File: config.mk
export PLATFORM = sky130hd
export DESIGN_NAME = mhpq_ctrl
export DESIGN_NICKNAME = d
export VERILOG_FILES = /design/src/rtl/mhpq_pkg.sv /design/src/rtl/mhpq_ctrl.sv
export SDC_FILE = /design/constraint.sdc
export NUM_CORES = 1
export LEC_CHECK = 0
export BUFFER_PORTS_ARGS = -buffer_cell sky130_fd_sc_hd__buf_2
export CORE_MARGIN = 10
export CORE_UTILIZATION = 40
export CTS_CLUSTER_DIAMETER = 60
export DETAILED_ROUTE_END_ITERATION = 10
export GPL_ROUTABILITY_DRIVEN = 1
export GPL_TIMING_DRIVEN = 1
export PLACE_DENSITY = 0.79
export SLEW_MARGIN = 10
export SYNTH_ARGS = -nofsm -noshare
export SYNTH_HDL_FRONTEND = slang
export SYNTH_SLANG_ARGS = --single-unit
File: constraint.sdc
create_clock -name clk -period 11.44 [get_ports clk]
set_input_delay 0 -clock clk [delete_from_list [all_inputs] [get_ports clk]]
set_output_delay 0 -clock clk [all_outputs]
set_load 0.01 [all_outputs]
File: src/rtl/mhpq_pkg.sv
// Types, constants and codes of the min-heap priority queue
`default_nettype none

package mhpq_pkg;

  // Sizing
  localparam int CAPACITY = 256;
  localparam int ADDR_W   = $clog2(CAPACITY);
  localparam int CNT_W    = $clog2(CAPACITY + 1);
  localparam int KID_W    = ADDR_W + 2;
  localparam int KEY_W    = 32;
  localparam int PAY_W    = 9;

  // Operation codes
  localparam logic MODE_INSERT  = 1'b0;
  localparam logic MODE_EXTRACT = 1'b1;

  typedef enum logic [1:0] {
    ST_INSERTED  = 2'd0,
    ST_EXTRACTED = 2'd1,
    ST_EMPTY     = 2'd2,
    ST_FULL      = 2'd3
  } status_t;

  typedef enum logic [2:0] {
    S_IDLE,
    S_UP_RD,
    S_UP_CMP,
    S_DN_LOAD,
    S_DN_RD,
    S_DN_CMP,
    S_DONE
  } state_t;

  typedef struct packed {
    logic [KEY_W-1:0] key;
    logic [PAY_W-1:0] pay;
  } entry_t;

  // Heap store access: one write port, two read ports
  typedef struct packed {
    logic              we;
    logic [ADDR_W-1:0] waddr;
    entry_t            wdata;
    logic [ADDR_W-1:0] raddr_a;
    logic [ADDR_W-1:0] raddr_b;
  } ram_req_t;

  // Compare unit operands
  typedef struct packed {
    logic [KEY_W-1:0] mov_key;
    logic [KEY_W-1:0] left_key;
    logic [KEY_W-1:0] right_key;
    logic             left_ok;
    logic             right_ok;
  } cmp_req_t;

  typedef struct packed {
    logic move;
    logic pick_right;
  } cmp_res_t;

endpackage

`default_nettype wire

File: src/rtl/mhpq_ctrl.sv
// Sequencer: walks the heap one level per pass and holds the result register
`default_nettype none

module mhpq_ctrl
  import mhpq_pkg::*;
(
  input  wire logic              clk,
  input  wire logic              rst,
  input  wire logic              in_valid,
  output logic                   in_stall,
  input  wire logic              mode,
  input  wire logic [KEY_W-1:0]  freq_key,
  input  wire logic [PAY_W-1:0]  payload,
  output logic                   out_valid,
  input  wire logic              out_stall,
  output logic [1:0]             status,
  output logic [KEY_W-1:0]       out_key,
  output logic [PAY_W-1:0]       out_payload,
  output logic [CNT_W-1:0]       count,
  output ram_req_t               ram_req,
  input  wire entry_t            rdata_a,
  input  wire entry_t            rdata_b,
  output cmp_req_t               cmp_req,
  input  wire cmp_res_t          cmp_res
);

  state_t            state, state_next;
  logic [ADDR_W-1:0] pos, pos_next;
  entry_t            mov, mov_next;
  logic [CNT_W-1:0]  cnt, cnt_next;
  status_t           res_status, res_status_next;
  entry_t            res_entry, res_entry_next;
  logic              out_valid_next;
  status_t           out_status, out_status_next;
  entry_t            out_entry, out_entry_next;
  logic [CNT_W-1:0]  out_cnt, out_cnt_next;

  logic [ADDR_W-1:0] par;
  logic [KID_W-1:0]  kid_l;
  logic [KID_W-1:0]  kid_r;
  logic [KID_W-1:0]  cnt_ext;
  logic              l_ok;
  logic              r_ok;

  // Heap index arithmetic
  always_comb begin
    par     = (pos - ADDR_W'(1)) >> 1;
    kid_l   = {1'b0, pos, 1'b1};
    kid_r   = {(KID_W - 1)'({1'b0, pos} + (ADDR_W + 1)'(1)), 1'b0};
    cnt_ext = KID_W'(cnt);
    l_ok    = kid_l < cnt_ext;
    r_ok    = kid_r < cnt_ext;
  end

  // State and payload registers
  always_ff @(posedge clk) begin
    if (rst) begin
      state     <= S_IDLE;
      cnt       <= '0;
      out_valid <= 1'b0;
    end else begin
      state     <= state_next;
      cnt       <= cnt_next;
      out_valid <= out_valid_next;
    end
    pos        <= pos_next;
    mov        <= mov_next;
    res_status <= res_status_next;
    res_entry  <= res_entry_next;
    out_status <= out_status_next;
    out_entry  <= out_entry_next;
    out_cnt    <= out_cnt_next;
  end

  // Next state, memory requests and compare operands
  always_comb begin
    state_next      = state;
    pos_next        = pos;
    mov_next        = mov;
    cnt_next        = cnt;
    res_status_next = res_status;
    res_entry_next  = res_entry;
    out_valid_next  = out_valid && out_stall;
    out_status_next = out_status;
    out_entry_next  = out_entry;
    out_cnt_next    = out_cnt;

    ram_req.we      = 1'b0;
    ram_req.waddr   = pos;
    ram_req.wdata   = mov;
    ram_req.raddr_a = kid_l[ADDR_W-1:0];
    ram_req.raddr_b = kid_r[ADDR_W-1:0];

    cmp_req.mov_key   = mov.key;
    cmp_req.left_key  = rdata_a.key;
    cmp_req.right_key = rdata_b.key;
    cmp_req.left_ok   = 1'b1;
    cmp_req.right_ok  = 1'b0;

    in_stall = (state != S_IDLE);

    case (state)
      S_IDLE: begin
        res_entry_next  = '0;
        ram_req.raddr_a = '0;
        ram_req.raddr_b = ADDR_W'(cnt - CNT_W'(1));
        if (in_valid) begin
          if (mode == MODE_INSERT) begin
            if (cnt == CNT_W'(CAPACITY)) begin
              res_status_next = ST_FULL;
              state_next      = S_DONE;
            end else begin
              mov_next   = '{key: freq_key, pay: payload};
              pos_next   = cnt[ADDR_W-1:0];
              cnt_next   = cnt + CNT_W'(1);
              state_next = S_UP_RD;
            end
          end else begin
            if (cnt == '0) begin
              res_status_next = ST_EMPTY;
              state_next      = S_DONE;
            end else begin
              state_next = S_DN_LOAD;
            end
          end
        end
      end

      // Sift up: fetch the parent, or settle at the root
      S_UP_RD: begin
        ram_req.raddr_a = par;
        if (pos == '0) begin
          ram_req.we      = 1'b1;
          res_status_next = ST_INSERTED;
          state_next      = S_DONE;
        end else begin
          state_next = S_UP_CMP;
        end
      end

      // Sift up: pull the parent down while the moving key is strictly smaller, or settle here
      S_UP_CMP: begin
        cmp_req.mov_key  = rdata_a.key;
        cmp_req.left_key = mov.key;
        if (cmp_res.move) begin
          ram_req.we    = 1'b1;
          ram_req.wdata = rdata_a;
          pos_next      = par;
          state_next    = S_UP_RD;
        end else begin
          ram_req.we      = 1'b1;
          res_status_next = ST_INSERTED;
          state_next      = S_DONE;
        end
      end

      // Extract: take the root, lift the last entry
      S_DN_LOAD: begin
        res_entry_next  = rdata_a;
        mov_next        = rdata_b;
        cnt_next        = cnt - CNT_W'(1);
        pos_next        = '0;
        res_status_next = ST_EXTRACTED;
        state_next      = S_DN_RD;
      end

      // Sift down: fetch both children, or settle at a leaf
      S_DN_RD: begin
        if (l_ok) begin
          state_next = S_DN_CMP;
        end else begin
          ram_req.we = 1'b1;
          state_next = S_DONE;
        end
      end

      // Sift down: raise the smaller child, or settle here
      S_DN_CMP: begin
        cmp_req.right_ok = r_ok;
        ram_req.we       = 1'b1;
        if (cmp_res.move) begin
          ram_req.wdata = cmp_res.pick_right ? rdata_b : rdata_a;
          pos_next      = cmp_res.pick_right ? kid_r[ADDR_W-1:0] : kid_l[ADDR_W-1:0];
          state_next    = S_DN_RD;
        end else begin
          state_next = S_DONE;
        end
      end

      // Hand the result over once the output register is free
      S_DONE: begin
        if (!out_valid || !out_stall) begin
          out_valid_next  = 1'b1;
          out_status_next = res_status;
          out_entry_next  = res_entry;
          out_cnt_next    = cnt;
          state_next      = S_IDLE;
        end
      end

      default: begin
        state_next = S_IDLE;
      end
    endcase

    status      = out_status;
    out_key     = out_entry.key;
    out_payload = out_entry.pay;
    count       = out_cnt;
  end

endmodule

`default_nettype wire

==> results.txt <==
The width of the die is around 170 µm. The via count of the first global-routing pass was between 8000 and 9000. The first-iteration detailed-routing DRC count is roughly 850. The portion of synthesized cell area occupied by the leading cell type came out at approximately half. The setup violation total in the final timing report came out at 0.

The synthesis-to-layout area growth is 39.71%. The total of cells resized after clock tree synthesis came out at 0. The number of clock buffers added by TritonCTS is 17. Synthesis inferred about 160 register bits. The first-pass GRT wire length came out at 51250 µm. Port buffering added 346 buffers. The worst setup path is of the reg -> out kind.

The number of max-cap violations came out at 0. The total routing usage reported by global routing is 22.92%. The starting utilization of the core area came out at about 41%. The max-slew violation count is 0. The hold violation total from the final report is 0.

Clock tree synthesis selected as its root buffer the cell clkbuf_16. The overall power after layout came out at 2.777 mW. The count of flip-flops with a built-in enable after synthesis is approximately 140. The number of nets in the synthesized netlist is 984.

The number of antenna violations at the first check in global routing came to 4. The upper clock frequency limit is about 0.28 GHz. The run finished with clean final reports.

The row count is 54. The total power density per cell area came out at 221.2 nW/µm². After synthesis, the netlist uses between 50 and 60 different library cells.

The worst-case clock skew came out at roughly 0.018 ns. Data on the critical path is required at its endpoint by around 11 ns. After detailed placement, the design holds a cell count of about 1400. Setup repair after global routing left no endpoint under its margin. The family with the most delay on the worst path is flip-flops. The placement-stage worst setup slack is 8.179 ns. The async set or reset register ratio after synthesis is 0%. The total via count after detailed routing is ~8500. The path class of the tightest hold or removal check is in -> reg. The vertical die dimension came out at between 150 and 200 µm. The global-route congestion overflow total is 0. On the critical path, the stage with the largest delay is an instance of dfxtp_1. The peak supply drop is between 0.0001 and 0.00015 V. The final total negative setup slack came out at 0 ns. The largest buffer count on any clock path came out at 2.

Across all setup checks in the final design, the least slack found is 7.923 ns. The sum of routed wire length over all layers came out at 34830 µm. The most frequent cell on the critical path is buf_4. The sequential cell area fraction in the yosys report is between 50% and 60%. The first detailed-routing pass took 6 iterations. The number of nets in the layout came out at roughly 1400. STA classifies the critical path endpoint as an output port.

The static leakage came out at 5.374 nW. In the post-synthesis netlist, the biggest area contributors are edfxtp_1, a22o_1, mux2_2. The filler cells instantiated in the layout total about 1800. The die outline area is approximately 29000 µm². Pin placement for this block handled about 350 I/O pins. The maximum level of the CTS H-tree came out at 4. The largest area contributor in the netlist is edfxtp_1.

The total number of clock tree sinks came out at roughly 160. The clock edge transition at the registers on the reported setup and hold paths is approximately 0.070 ns. The setup fix buffers added after clock tree synthesis is 0. The slew at the pin with the worst max-slew slack is around 1.2 ns.

By count the netlist is led by nand2_1, edfxtp_1, a22o_1, mux2_2. The minimum clock period after layout is about 3.5 ns. The post-route worst hold slack is 0.2114 ns. The average routed wire per standard cell came out at 22.67 µm. The data arrival time of the critical path is 3.52 ns. In this run the worst path has a maximum fanout of 35.

The detailed-route DRC error count came out at 0. Together, buffers and inverters on the worst path number 3. The core footprint came out at 21960 µm². Dividing the final minimum period by the clock period gives 30.74%. Yosys instantiated no cell more often than nand2_1. The share of cells above drive strength 1 is about 37%. The hold-fix buffer count after cts came out at between 100 and 150. Traced cell by cell, the critical path runs through nor3_2, buf_4, o21ai_4, buf_4, a22o_1, buf_2.

The most common flop cell mapped by yosys is edfxtp_1. The largest single stage delay on the critical path is 1.04 ns. The insertion delay of the later-clocked pin in the worst-skew pair came out at ~0.43 ns. The synthesized area per cell came out at 10.80 µm². The count of mapped cells out of synthesis came out at ~830. The worst setup path is launched from a flop. During synthesis, Yosys emitted a total of 0 warnings. The last weighted congestion value of the routability-driven placer is between 0.9 and 1. The number of nets with antenna violations after detailed routing came out at 0. Entering global routing, the biggest net connects 76 pins. The count of non-filler cells in the finished layout came out at about 1500. The average via count per standard cell came out at approximately 5.5. The cell area after synthesis came out at about 9000 µm².

TritonCTS built the clock tree. The HPWL after detailed placement came out at about 24000 µm. The worst-case headroom to the max-slew limit came out at about 23%.
## routing by layer
metal	vias up	share of wire, %	track usage (%)
met5	-	0.037	0
met3	80	9.6	6.733
li1	3825	-	-
met4	2	3.2	8.203
met1	4082	39	27.43
met2	468	49	38.46
## where the power goes
part | switching, mW | leakage [nW] | internal, mW
sequential | 0.137 | 1.49 | 0.848
clock | 0.271 | 0.285 | 0.294
combinational | 0.709 | 3.60 | 0.517
## final timing paths
path	slack [ns]	depth (start not counted)	to	startpoint
hold reg to reg	0.41	0	out_key[0]$_DFFE_PP_	res_entry[9]$_SDFFCE_PN0P_
hold / removal	0.21	4	pos[7]$_DFFE_PP_	cmp_res[0]
setup reg to reg	8.16	4	res_entry[33]$_SDFFCE_PN0P_	state[2]$_SDFFE_PP0P_
setup / recovery	7.92	6	ram_req[45]	state[2]$_SDFFE_PP0P_
## state kept, by name, indices dropped and copies added (netlist names)
signal,count
cnt,9
count,9
mov,41
out_key,32
out_payload,9
out_valid,1
pos,8
res_entry,41
res_status,2
state,3
status,2
## cells in the final DEF (no fill, tap or decap), types with 6 or more instances in the layout
cell	n
ha_1	22
xor2_1	12
a22o_1	85
xnor2_1	19
buf_2	346
nand4_1	6
mux2_2	65
a21oi_1	24
nand2_1	148
nand3_1	8
buf_4	8
nor3_1	8
inv_1	16
nor2_1	40
dfxtp_1	13
and2_1	43
edfxtp_1	144
clkbuf_16	17
o22ai_1	7
o21ai_0	16
dlygate4sd3_1	127
## tightest hold or removal path, stage by stage
cell	delay, ns
buf_2	0.19
nand2_1	0.10
xor2_1	0.06
o21ai_0	0.17
## kinds of logic after synthesis
family / share of synthesized area [%]
AND/OR/NAND/NOR: 14.54
AO/OA/AOI/OAI: 13.80
flip-flops: 51.02
buffers and inverters: 6.266
XOR/XNOR: 3.021
multiplexers: 8.257
other: 0.04173
adder cells (fa/ha/maj): 3.063
## area by class of cell
| cell class | instances | area, µm² | share of cell area, % |
|---|---|---|---|
| sequential | 157 | 4584 | 36.52 |
| multi-input combinational | 564 | 3882 | 30.92 |
| timing repair buffer | 481 | 3063 | 24.40 |
| clock buffer | 17 | 425.4 | 3.388 |
| tap | 280 | 350.3 | 2.791 |
| clock inverter | 15 | 171.4 | 1.365 |
| inverter | 18 | 67.56 | 0.5382 |
| antenna | 4 | 10.01 | 0.07973 |
## metrics by stage
stage	instance area [µm²]	utilization, %
6_report	12550	57.17
5_1_grt	12550	57.16
4_1_cts	12540	57.13
3_5_place_dp	10680	48.62
3_3_place_gp	10680	48.62
2_1_floorplan	8986	-
Power figures use the tool's default switching activity.
