`src/rtl/mhpq_pkg.sv`:
```
// Types, constants and codes of the min-heap priority queue
`default_nettype none

package mhpq_pkg;

  // Sizing
  localparam int CAPACITY = 256;
  localparam int ADDR_W   = $clog2(CAPACITY);
  localparam int CNT_W    = $clog2(CAPACITY + 1);
  localparam int KID_W    = ADDR_W + 2;
  localparam int KEY_W    = 32;
  localparam int PAY_W    = 9;

  // Operation codes
  localparam logic MODE_INSERT  = 1'b0;
  localparam logic MODE_EXTRACT = 1'b1;

  typedef enum logic [1:0] {
    ST_INSERTED  = 2'd0,
    ST_EXTRACTED = 2'd1,
    ST_EMPTY     = 2'd2,
    ST_FULL      = 2'd3
  } status_t;

  typedef enum logic [2:0] {
    S_IDLE,
    S_UP_RD,
    S_UP_CMP,
    S_DN_LOAD,
    S_DN_RD,
    S_DN_CMP,
    S_DONE
  } state_t;

  typedef struct packed {
    logic [KEY_W-1:0] key;
    logic [PAY_W-1:0] pay;
  } entry_t;

  // Heap store access: one write port, two read ports
  typedef struct packed {
    logic              we;
    logic [ADDR_W-1:0] waddr;
    entry_t            wdata;
    logic [ADDR_W-1:0] raddr_a;
    logic [ADDR_W-1:0] raddr_b;
  } ram_req_t;

  // Compare unit operands
  typedef struct packed {
    logic [KEY_W-1:0] mov_key;
    logic [KEY_W-1:0] left_key;
    logic [KEY_W-1:0] right_key;
    logic             left_ok;
    logic             right_ok;
  } cmp_req_t;

  typedef struct packed {
    logic move;
    logic pick_right;
  } cmp_res_t;

endpackage

`default_nettype wire

```
`src/rtl/mhpq_cmp.sv`:
```
// Shared key compare unit: decides whether the moving entry gives way and to which child
`default_nettype none

module mhpq_cmp
  import mhpq_pkg::*;
(
  input  wire cmp_req_t req,
  output cmp_res_t      res
);

  logic             l_less;
  logic [KEY_W-1:0] best_key;
  logic             r_less;

  // Left wins a tie with the right: right must be strictly smaller than the best so far
  always_comb begin
    l_less         = req.left_ok && (req.left_key < req.mov_key);
    best_key       = l_less ? req.left_key : req.mov_key;
    r_less         = req.right_ok && (req.right_key < best_key);
    res.move       = l_less || r_less;
    res.pick_right = r_less;
  end

endmodule

`default_nettype wire

```
`config.mk`:
```
export PLATFORM = sky130hd
export DESIGN_NAME = mhpq_cmp
export DESIGN_NICKNAME = d
export VERILOG_FILES = /design/src/rtl/mhpq_pkg.sv /design/src/rtl/mhpq_cmp.sv
export SDC_FILE = /design/constraint.sdc
export NUM_CORES = 1
export LEC_CHECK = 0
export BUFFER_PORTS_ARGS = -buffer_cell sky130_fd_sc_hd__buf_4
export CAP_MARGIN = 20
export CORE_MARGIN = 2
export CORE_UTILIZATION = 48
export DETAILED_ROUTE_END_ITERATION = 12
export GPL_TIMING_DRIVEN = 0
export PLACE_DENSITY = 0.81
export SLEW_MARGIN = 25
export SYNTH_ARGS = -nofsm -noshare
export SYNTH_HDL_FRONTEND = slang
export SYNTH_SLANG_ARGS = --single-unit
```
`constraint.sdc`:
```
create_clock -name vclk -period 5.3
set_input_delay 0.795 -clock vclk [all_inputs]
set_output_delay 0.795 -clock vclk [all_outputs]
set_load 0.1 [all_outputs]
```
==> run metrics, run 1 <==
cells after synthesis 236; Most common cell on crit path sky130_fd_sc_hd__ha_1; total global-route track usage 23.42%; Global Route met1 Usage 25.40%; sequential fraction of the synthesis area 0%; antenna cell count 0; met3 track demand over resource in global routing 2.365%; CP arrival 4.53 ns; Pre-antenna DRT Iters 4; sequential cell fraction of total power 0%; power density relative to cell area 101.7 nW/um^2; worst IR drop on VDD 0.05714 mV; horizontal die dimension 66.95 um; maximum net fanout on the critical path 5; residual antenna-violating net count after detailed routing 0; tightest slew margin relative to the limit 61.64%; required time of the critical path 4.51 ns; final-report hold violation count 0; category of the worst setup path capture point output pin; most frequent cells in the layout sky130_fd_sc_hd__buf_4 (107), sky130_fd_sc_hd__ha_1 (57), sky130_fd_sc_hd__inv_1 (34); Cell Count Post-Placement 384; initial standard-cell utilization of the core 50.80%; met2 track utilization from global routing 47.50%; post-route worst setup slack -0.02546 ns; startpoint of the worst setup timing path req[63]; routed len/inst 13.43 um; placer congestion estimate 0.8008; Critical Path, Cell by Cell buf_4 > ha_1 > nand4_1 > nor3_1 > nand2_1 > and2_1 > o21ai_2 > a21oi_4 > buf_8 > mux2i_2 > ha_1 > a21oi_2 > o211ai_1 > a211o_1 > a221o_1 > a2111oi_4 > o31ai_2 > nand3b_1 > buf_12; remaining global-route overflow 0; worst setup path endpoint res[1]; cell types occupying the most area after synthesis sky130_fd_sc_hd__ha_1 (41%), sky130_fd_sc_hd__mux2i_1 (16%), sky130_fd_sc_hd__inv_1 (6.9%); Setup TNS -0.02546 ns; count of unresolved DRC violations after routing 0; NetSw 143.0 uW; cell with the largest stage delay on the worst path sky130_fd_sc_hd__a221o_1; total I/O pin count 100; Clk network pwr share 0%; maximum number of pins on one net before global-route repair 11; unrepaired setup endpoints after global routing true; Period Utilization, post-route 100.5%; Cell Int Power 162.3 uW; syn avg cell area 8.059 um^2; fraction of power spent switching nets 46.84%; final count of pins violating max slew 0; # nets final 508; leading cell type in the layout, fill and taps excluded sky130_fd_sc_hd__buf_4; CP Class input port to output pin; total power draw 305.2 uW; sequential cell area in the final layout 0 um^2; synth-to-layout area growth 57.76%; Die Y-Extent 66.95 um; count of sequential standard cells 0; number of antenna violations at the first check in global routing 0; Gate power share 100.0%; Final Non-Filler Cells 394; core area 3744 um^2; violations in the final reports negative setup slack; fraction of synthesized cell area taken by the top area cell type 40.79%; critical path launch point type input port; top achievable clock speed 0.1878 GHz; max-capacitance violation count 0; initial detailed-routing violation count 43; maximum cell stage delay along the critical path 0.35 ns; number of different library cells in the post-synthesis netlist 37; total of buffers placed on input and output ports 100; measured slew at the worst slew-check pin 0.5710 ns; count of synthesis-stage warnings from yosys 0; path type of the worst min-delay path input port to output pin; total half-perimeter wirelength after legalization and detailed placement 4647 um; static power due to leakage 1.645 nW; combined area of all synthesized cells 1902 um^2; most area-hungry cell type in the Yosys netlist sky130_fd_sc_hd__ha_1; row count 22; routing layer with the top usage in global route met2; full die area 4482 um^2; Vias 2164; global-route wire length before repair 8521 um; count of endpoints failing setup in the final report 1; number of vias per cell 5.492; count of clock-net buffers in the final layout 0; total wire length 5290 um; net count after synthesis 396; vias in the first global route 2198; share of cells above drive strength 1 39.31%; result of the run finished, violations left; Final Critical Period 5.325 ns
-- layout make-up --
type                            count  area [um^2]
Buffer                              3        45.04
Inverter                           35        143.9
Fill cell                         283        743.2
Tap cell                           48        60.06
Multi-Input combinational cell    197         1856
Timing Repair Buffer              111        895.9
-- worst max-delay path, delay by kind of cell --
family	cells	cell delay [ns]
buffers and inverters	3	0.47
AND/OR/NAND/NOR	5	1.00
AO/OA/AOI/OAI	8	1.46
multiplexers	1	0.14
adder cells (fa/ha/maj)	2	0.62
-- repair_timing --
action / CTS / global route
endpoints found under the hold margin: 0 / 0
endpoints found under the setup margin: 2 / 2
hold buffers: 0 / 0
pin swaps: 3 / 5
gates resized for setup: 11 / 17
gates cloned: 1 / 0
buffers inserted: 7 / 3
-- power by group through the flow --
stage | Sequential (mW) | Combinational [mW] | Clock (mW)
finish | 0 | 0.305 | 0
CTS | 0 | 0.292 | 0
global placement | 0 | 0.257 | 0
detailed placement | 0 | 0.266 | 0
floorplan | 0 | 0.165 | 0
global route | 0 | 0.338 | 0
-- synth_stat cells, drive strengths merged, types with 2 or more instances --
cell type  count
o21ai         10
nand3          7
a211o          2
nand4         11
and3           2
nor2           5
buf            4
nor3           3
a21o           6
a211oi         3
inv           35
mux2i         31
nand2b         2
o2111ai        2
ha            62
nand2         15
a21oi         21
-- how the worst min path moves through the flow --
stage	start	endpoint	slack, ns	cells after the start
5_1_grt	req[2]	res[0]	2.08	5
2_1_floorplan	req[2]	res[0]	1.94	4
3_5_place_dp	req[2]	res[1]	2.11	5
6_report	req[2]	res[0]	2.04	5
3_3_place_gp	req[2]	res[1]	2.09	5
4_1_cts	req[2]	res[1]	2.11	5
-- layer usage --
layer / vias up / wire length, um
li1: 1102 / -
met1: 976 / 2211
met2: 72 / 2700
met3: 14 / 270
met4: 0 / 107
met5: - / 0
-- cell families (layout without fill, tap and decap cells) --
kind of cell	after synthesis	in the layout	share of synthesized area, %
AOI/OAI and AO/OA	54	54	20.26
adders and majority gates	62	62	40.79
buffers and inverters	39	149	9.079
muxes	31	31	16.32
and+or+nand+nor	50	50	13.55
-- metrics by stage --
stage	worst slack, ns	instance area, um^2	utilization, %	hold slack, ns
3_3_place_gp	-0.1684	2748	73.40	2.090
2_1_floorplan	-0.02111	1937	-	1.945
3_5_place_dp	-0.2172	2748	73.40	2.107
4_1_cts	-0.006783	2884	77.04	2.112
6_report	-0.02546	3000	80.15	2.041
5_1_grt	-0.2130	3000	80.15	2.076
Power figures use the tool's default switching activity.
==> run 2: changes to the inputs <==
--- a/config.mk
+++ b/config.mk
@@ -5,13 +5,14 @@
 export SDC_FILE = /design/constraint.sdc
 export NUM_CORES = 1
 export LEC_CHECK = 0
+export ABC_CLOCK_PERIOD_IN_PS = 5300
 export BUFFER_PORTS_ARGS = -buffer_cell sky130_fd_sc_hd__buf_4
 export CAP_MARGIN = 20
 export CORE_MARGIN = 2
 export CORE_UTILIZATION = 48
 export DETAILED_ROUTE_END_ITERATION = 12
 export GPL_TIMING_DRIVEN = 0
-export PLACE_DENSITY = 0.81
+export PLACE_DENSITY_LB_ADDON = 0.1
 export SLEW_MARGIN = 25
 export SYNTH_ARGS = -nofsm -noshare
 export SYNTH_HDL_FRONTEND = slang
==> run 2 against run 1 <==
The flow now finishes without violations. Count of clock-buffer cells in the layout unchanged. Sequential cell count did not move. Cell area is 0.33% higher. Worst setup slack better by 0.090 ns. Combinational power is 1% lower. Total power is 1.4% lower. Critical path type unchanged. Largest power group unchanged.
==> run metrics, run 2 (same netlist as run 1, synthesis figures left out) <==
result of the run complete, no violations (was finished, violations left); max-capacitance violation count 0 (unchanged); Global Route met1 Usage 23.90% (was 25.40%); global-route wire length before repair 7769 um (was 8521 um); category of the worst setup path capture point output pin (unchanged); full die area 4482 um^2 (unchanged); final count of pins violating max slew 0 (unchanged); total global-route track usage 21.32% (was 23.42%); CP Class input port to output pin (unchanged); worst hold margin 2.118 ns (was 2.041 ns); remaining global-route overflow 0 (unchanged); count of sequential standard cells 0 (unchanged); cell family with most CP delay compound AO/OA/AOI/OAI gates (unchanged); met2 track utilization from global routing 45.00% (was 47.50%); sequential cell area in the final layout 0 um^2 (unchanged); synth-to-layout area growth 58.29% (was 57.76%); count of unresolved DRC violations after routing 0 (unchanged); Final Critical Period 5.235 ns (was 5.325 ns); number of filler instances in the final layout 282 (was 283); residual antenna-violating net count after detailed routing 0 (unchanged); placer congestion estimate 0.7930 (was 0.8008); unrepaired setup endpoints after global routing true (unchanged); total I/O pin count 100 (unchanged); required time of the critical path 4.51 ns (about the same); # nets final 511 (was 508); total of buffers placed on input and output ports 100 (unchanged); count of clock-net buffers in the final layout 0 (unchanged); maximum cell stage delay along the critical path 0.34 ns (was 0.35 ns); Critical Path, Cell by Cell buf_4 > ha_1 > nand4_1 > buf_4 > nor3_2 > nand2_1 > and2_1 > o21ai_2 > a21oi_4 > buf_8 > buf_4 > mux2i_1 > ha_1 > and3_1 > a211o_1 > a221o_1 > a2111oi_2 > o31ai_1 > nand3b_1 > buf_12 (was buf_4 > ha_1 > nand4_1 > nor3_1 > nand2_1 > and2_1 > o21ai_2 > a21oi_4 > buf_8 > mux2i_2 > ha_1 > a21oi_2 > o211ai_1 > a211o_1 > a221o_1 > a2111oi_4 > o31ai_2 > nand3b_1 > buf_12); maximum number of pins on one net before global-route repair 11 (unchanged); Clk network pwr share 0% (about the same); measured slew at the worst slew-check pin 0.5058 ns (was 0.5710 ns); final-report hold violation count 0 (unchanged); Hold Buf Count CTS 0 (unchanged); share of cells above drive strength 1 40.40% (was 39.31%); number of buffers and inverters on the critical path 5 (was 3); initial standard-cell utilization of the core 50.80% (unchanged); Setup TNS 0 ns (was -0.02546 ns); final standard cell area without fillers 3010 um^2 (was 3000 um^2); routed len/inst 13.13 um (was 13.43 um); Period Utilization, post-route 98.77% (was 100.5%); critical path launch point type input port (unchanged); sequential cell fraction of total power 0% (about the same); path type of the worst min-delay path input port to output pin (unchanged); number of antenna violations at the first check in global routing 0 (unchanged); Cell Int Power 159.5 uW (was 162.3 uW); post-place instance area 2748 um^2 (unchanged); Most common cell on crit path sky130_fd_sc_hd__buf_4 (was sky130_fd_sc_hd__ha_1); cell with the largest stage delay on the worst path sky130_fd_sc_hd__a221o_1 (unchanged); maximum net fanout on the critical path 8 (was 5); met3 track demand over resource in global routing 0.6757% (was 2.365%); static power due to leakage 1.645 nW (about the same); core area 3744 um^2 (unchanged); most frequent cells in the layout sky130_fd_sc_hd__buf_4 (108), sky130_fd_sc_hd__ha_1 (54), sky130_fd_sc_hd__inv_1 (31) (was sky130_fd_sc_hd__buf_4 (107), sky130_fd_sc_hd__ha_1 (57), sky130_fd_sc_hd__inv_1 (34)); total power draw 301.1 uW (was 305.2 uW); initial detailed-routing violation count 32 (was 43); count of endpoints failing setup in the final report 0 (was 1); tightest slew margin relative to the limit 66.02% (was 61.64%); power density relative to cell area 100.0 nW/um^2 (was 101.7 nW/um^2); total wire length 5212 um (was 5290 um); multi-input logic area 1858 um^2 (was 1856 um^2); horizontal die dimension 66.95 um (unchanged); Vias 2140 (was 2164); antenna cell count 0 (unchanged); top achievable clock speed 0.1910 GHz (was 0.1878 GHz); NetSw 141.6 uW (was 143.0 uW); vias in the first global route 2012 (was 2198); number of vias per cell 5.390 (was 5.492); fraction of power spent switching nets 47.03% (was 46.84%); total half-perimeter wirelength after legalization and detailed placement 4351 um (was 4647 um); leading cell type in the layout, fill and taps excluded sky130_fd_sc_hd__buf_4 (unchanged); worst IR drop on VDD 0.05822 mV (was 0.05714 mV); Die Y-Extent 66.95 um (unchanged); routing layer with the top usage in global route met2 (unchanged); row count 22 (unchanged); Pre-antenna DRT Iters 4 (unchanged); Gate power share 100.0% (about the same); CP arrival 4.44 ns (was 4.53 ns)
run 2: cell types whose count changed in the layout (fill, tap and decap cells not counted), sizes merged:
| cell | previous run | this run |
|---|---|---|
| buf | 113 | 117 |
| bufbuf | 1 | 0 |
run 2: power groups by stage:
stage / Clock [mW] / Combinational [mW] / Sequential, mW
floorplan: 0 / 0.165 / 0
CTS: 0 / 0.282 / 0
detailed placement: 0 / 0.265 / 0
global placement: 0 / 0.256 / 0
global route: 0 / 0.332 / 0
finish: 0 / 0.301 / 0
run 2: cell type report:
class	count	area share, %
Buffer	4	1.621
Tap cell	48	1.995
Inverter	35	4.863
Multi-Input combinational cell	197	61.72
Timing Repair Buffer	113	29.80
run 2: worst min-delay path, stage by stage:
cell,delay [ns]
sky130_fd_sc_hd__buf_4,0.08
sky130_fd_sc_hd__a2111oi_2,0.03
sky130_fd_sc_hd__o31ai_1,0.07
sky130_fd_sc_hd__nand3b_1,0.14
sky130_fd_sc_hd__buf_12,0.20
run 2: metal layers:
layer	vias to the layer above	wire [um]
li1	1114	-
met1	957	1968
met2	65	2907
met3	4	289
met4	0	46
met5	-	0
run 2: repair_timing:
action,CTS,global route
gates resized for setup,9,22
pin swaps,3,5
endpoints found under the hold margin,0,0
setup buffers,6,7
endpoints found under the setup margin,2,2
run 2: path summary, 6_finish.rpt:
kind     from     end  cells past startpoint
max   req[60]  res[1]                     20
min    req[2]  res[1]                      5
run 2: stage by stage:
| step | setup slack (ns) | instances | utilization (%) |
|---|---|---|---|
| 2_1_floorplan | -0.02111 | 236 | - |
| 3_3_place_gp | -0.1728 | 384 | 73.40 |
| 3_5_place_dp | -0.2316 | 384 | 73.40 |
| 4_1_cts | 0.01848 | 390 | 75.63 |
| 5_1_grt | -0.1517 | 397 | 80.41 |
| 6_report | 0.06502 | 397 | 80.41 |
==> run 3: changes to the inputs <==
--- a/config.mk
+++ b/config.mk
@@ -8,8 +8,10 @@
 export ABC_CLOCK_PERIOD_IN_PS = 5300
 export BUFFER_PORTS_ARGS = -buffer_cell sky130_fd_sc_hd__buf_4
 export CAP_MARGIN = 20
+export CELL_PAD_IN_SITES_DETAIL_PLACEMENT = 0
+export CELL_PAD_IN_SITES_GLOBAL_PLACEMENT = 1
 export CORE_MARGIN = 2
-export CORE_UTILIZATION = 48
+export CORE_UTILIZATION = 33
 export DETAILED_ROUTE_END_ITERATION = 12
 export GPL_TIMING_DRIVEN = 0
 export PLACE_DENSITY_LB_ADDON = 0.1
==> run 3 against run 2 <==
Count of clock-buffer cells in the layout unchanged. Maximum frequency about the same. Utilization decreased by 25 points. Combinational power about the same. Worst setup slack got worse by 0.0013 ns.
==> run metrics, run 3 (same netlist as run 1, synthesis figures left out) <==
core area 5540 um^2 (was 3744 um^2); total I/O pin count 100 (unchanged); Period Utilization, post-route 98.80% (was 98.77%); horizontal die dimension 79.92 um (was 66.95 um); unrepaired setup endpoints after global routing true (unchanged); number of vias per cell 4.888 (was 5.390); CP Class input port to output pin (unchanged); full die area 6386 um^2 (was 4482 um^2); Setup TNS 0 ns (unchanged); fraction of power spent switching nets 46.52% (was 47.03%); cell with the largest stage delay on the worst path sky130_fd_sc_hd__o311a_1 (was sky130_fd_sc_hd__a221o_1); Post-Place Worst Slack -0.2182 ns (was -0.2316 ns); final count of pins violating max slew 0 (unchanged); count of clock-net buffers in the final layout 0 (unchanged); multi-input logic area 1878 um^2 (was 1858 um^2); total global-route track usage 14.60% (was 21.32%); row count 27 (was 22); share of cells above drive strength 1 41.04% (was 40.40%); total of buffers placed on input and output ports 100 (unchanged); measured slew at the worst slew-check pin 0.4888 ns (was 0.5058 ns); initial detailed-routing violation count 26 (was 32); tightest slew margin relative to the limit 67.16% (was 66.02%); Vias 2043 (was 2140); path type of the worst min-delay path input port to output pin (unchanged); count of sequential standard cells 0 (unchanged); antenna cell count 0 (unchanged); initial standard-cell utilization of the core 34.33% (was 50.80%); static power due to leakage 1.646 nW (was 1.645 nW); total wire length 4931 um (was 5212 um); critical path launch point type input port (unchanged); number of filler instances in the final layout 556 (was 282); # nets final 508 (was 511); leading cell type in the layout, fill and taps excluded sky130_fd_sc_hd__buf_4 (unchanged); total half-perimeter wirelength after legalization and detailed placement 4407 um (was 4351 um); worst hold margin 2.102 ns (was 2.118 ns); Final Critical Period 5.236 ns (was 5.235 ns); placer congestion estimate 0.7676 (was 0.7930); post-route worst setup slack 0.06370 ns (was 0.06502 ns); instance count along the most critical hold path 5 (unchanged); remaining global-route overflow 0 (unchanged); sequential cell fraction of total power 0% (about the same); Clk network pwr share 0% (about the same); required time of the critical path 4.51 ns (about the same); routed len/inst 11.80 um (was 13.13 um); number of antenna violations at the first check in global routing 0 (unchanged); final-report hold violation count 0 (unchanged); top achievable clock speed 0.1910 GHz (about the same); Most common cell on crit path sky130_fd_sc_hd__ha_1 (was sky130_fd_sc_hd__buf_4); maximum number of pins on one net before global-route repair 11 (unchanged); global-route wire length before repair 7893 um (was 7769 um); HP Start req[2] (unchanged); power density relative to cell area 98.63 nW/um^2 (was 100.0 nW/um^2); count of unresolved DRC violations after routing 0 (unchanged); Pre-antenna DRT Iters 4 (unchanged); maximum cell stage delay along the critical path 0.39 ns (was 0.34 ns); Die Y-Extent 79.92 um (was 66.95 um); count of endpoints failing setup in the final report 0 (unchanged); result of the run complete, no violations (unchanged); residual antenna-violating net count after detailed routing 0 (unchanged); sequential cell area in the final layout 0 um^2 (unchanged); maximum net fanout on the critical path 6 (was 8); Critical Path, Cell by Cell buf_4 > ha_1 > nand4_1 > o311a_1 > o41ai_4 > a21oi_4 > buf_8 > mux2i_1 > ha_1 > a21oi_2 > o211ai_1 > a211o_1 > a221o_1 > a2111oi_2 > o31ai_1 > nand2_1 > buf_6 > buf_12 (was buf_4 > ha_1 > nand4_1 > buf_4 > nor3_2 > nand2_1 > and2_1 > o21ai_2 > a21oi_4 > buf_8 > buf_4 > mux2i_1 > ha_1 > and3_1 > a211o_1 > a221o_1 > a2111oi_2 > o31ai_1 > nand3b_1 > buf_12); CP arrival 4.44 ns (about the same); Gate power share 100.0% (about the same); category of the worst setup path capture point output pin (unchanged); worst IR drop on VDD 0.04441 mV (was 0.05822 mV); Endpoint, Worst Hold res[1] (unchanged); Cell Int Power 160.6 uW (was 159.5 uW); NetSw 139.7 uW (was 141.6 uW); max-capacitance violation count 0 (unchanged); synth-to-layout area growth 60.13% (was 58.29%); vias in the first global route 1984 (was 2012); most frequent cells in the layout sky130_fd_sc_hd__buf_4 (106), sky130_fd_sc_hd__ha_1 (56), sky130_fd_sc_hd__inv_1 (34) (was sky130_fd_sc_hd__buf_4 (108), sky130_fd_sc_hd__ha_1 (54), sky130_fd_sc_hd__inv_1 (31))
## run 3: cell count changes in the layout (fill, tap and decap cells not counted), sizes merged
cell    change
buf         -4
clkbuf      +1
## run 3: per-stage QoR
step / area, um^2 / power, mW / instances / util, %
2_1_floorplan: 1937 / 0.1645 / 236 / -
3_3_place_gp: 2778 / 0.2619 / 408 / 50.14
3_5_place_dp: 2778 / 0.2641 / 408 / 50.14
4_1_cts: 2861 / 0.2807 / 413 / 51.65
5_1_grt: 3045 / 0.3378 / 418 / 54.97
6_report: 3045 / 0.3004 / 418 / 54.97
## run 3: timing repair
item	CTS	global route
pin swaps	3	5
cloned	0	1
setup endpoints to repair	2	2
hold buffers	0	0
gates resized for setup	9	23
setup buffers	5	4
## run 3: layout make-up
class                      instances  area share, %
multi-input combinational        197          61.67
timing repair buffer             110          28.92
inverter                          35          4.725
tap                               72          2.958
buffer                             4          1.726
## run 3: how the worst max path moves through the flow
stage	from	end	slack, ns	cells past startpoint
6_report	req[41]	res[0]	0.06	18
5_1_grt	req[59]	res[0]	-0.18	19
4_1_cts	req[68]	res[0]	0.003	20
3_5_place_dp	req[68]	res[0]	-0.22	20
3_3_place_gp	req[68]	res[0]	-0.22	20
2_1_floorplan	req[68]	res[1]	-0.02	17
## run 3: power groups by stage
| stage | sequential (mW) | combinational, mW | clock [mW] |
|---|---|---|---|
| 2_1_floorplan | 0 | 0.165 | 0 |
| 3_3_place_gp | 0 | 0.262 | 0 |
| 3_5_place_dp | 0 | 0.264 | 0 |
| 4_1_cts | 0 | 0.281 | 0 |
| 5_1_grt | 0 | 0.338 | 0 |
| 6_report | 0 | 0.300 | 0 |
## run 3: worst max-delay path: cells and delay by family
kind            cells  cell delay, ns
compound gates      9            2.16
fa+ha+maj           2            0.64
buf+inv             4            0.54
mux                 1            0.12
simple gates        2            0.18
## run 3: metal layers
metal,track usage (%),wire [um],vias up
met5,0,0,-
met4,0,0,0
met3,1.471,302,0
met2,28.33,2512,54
met1,18.19,2116,886
li1,-,-,1103
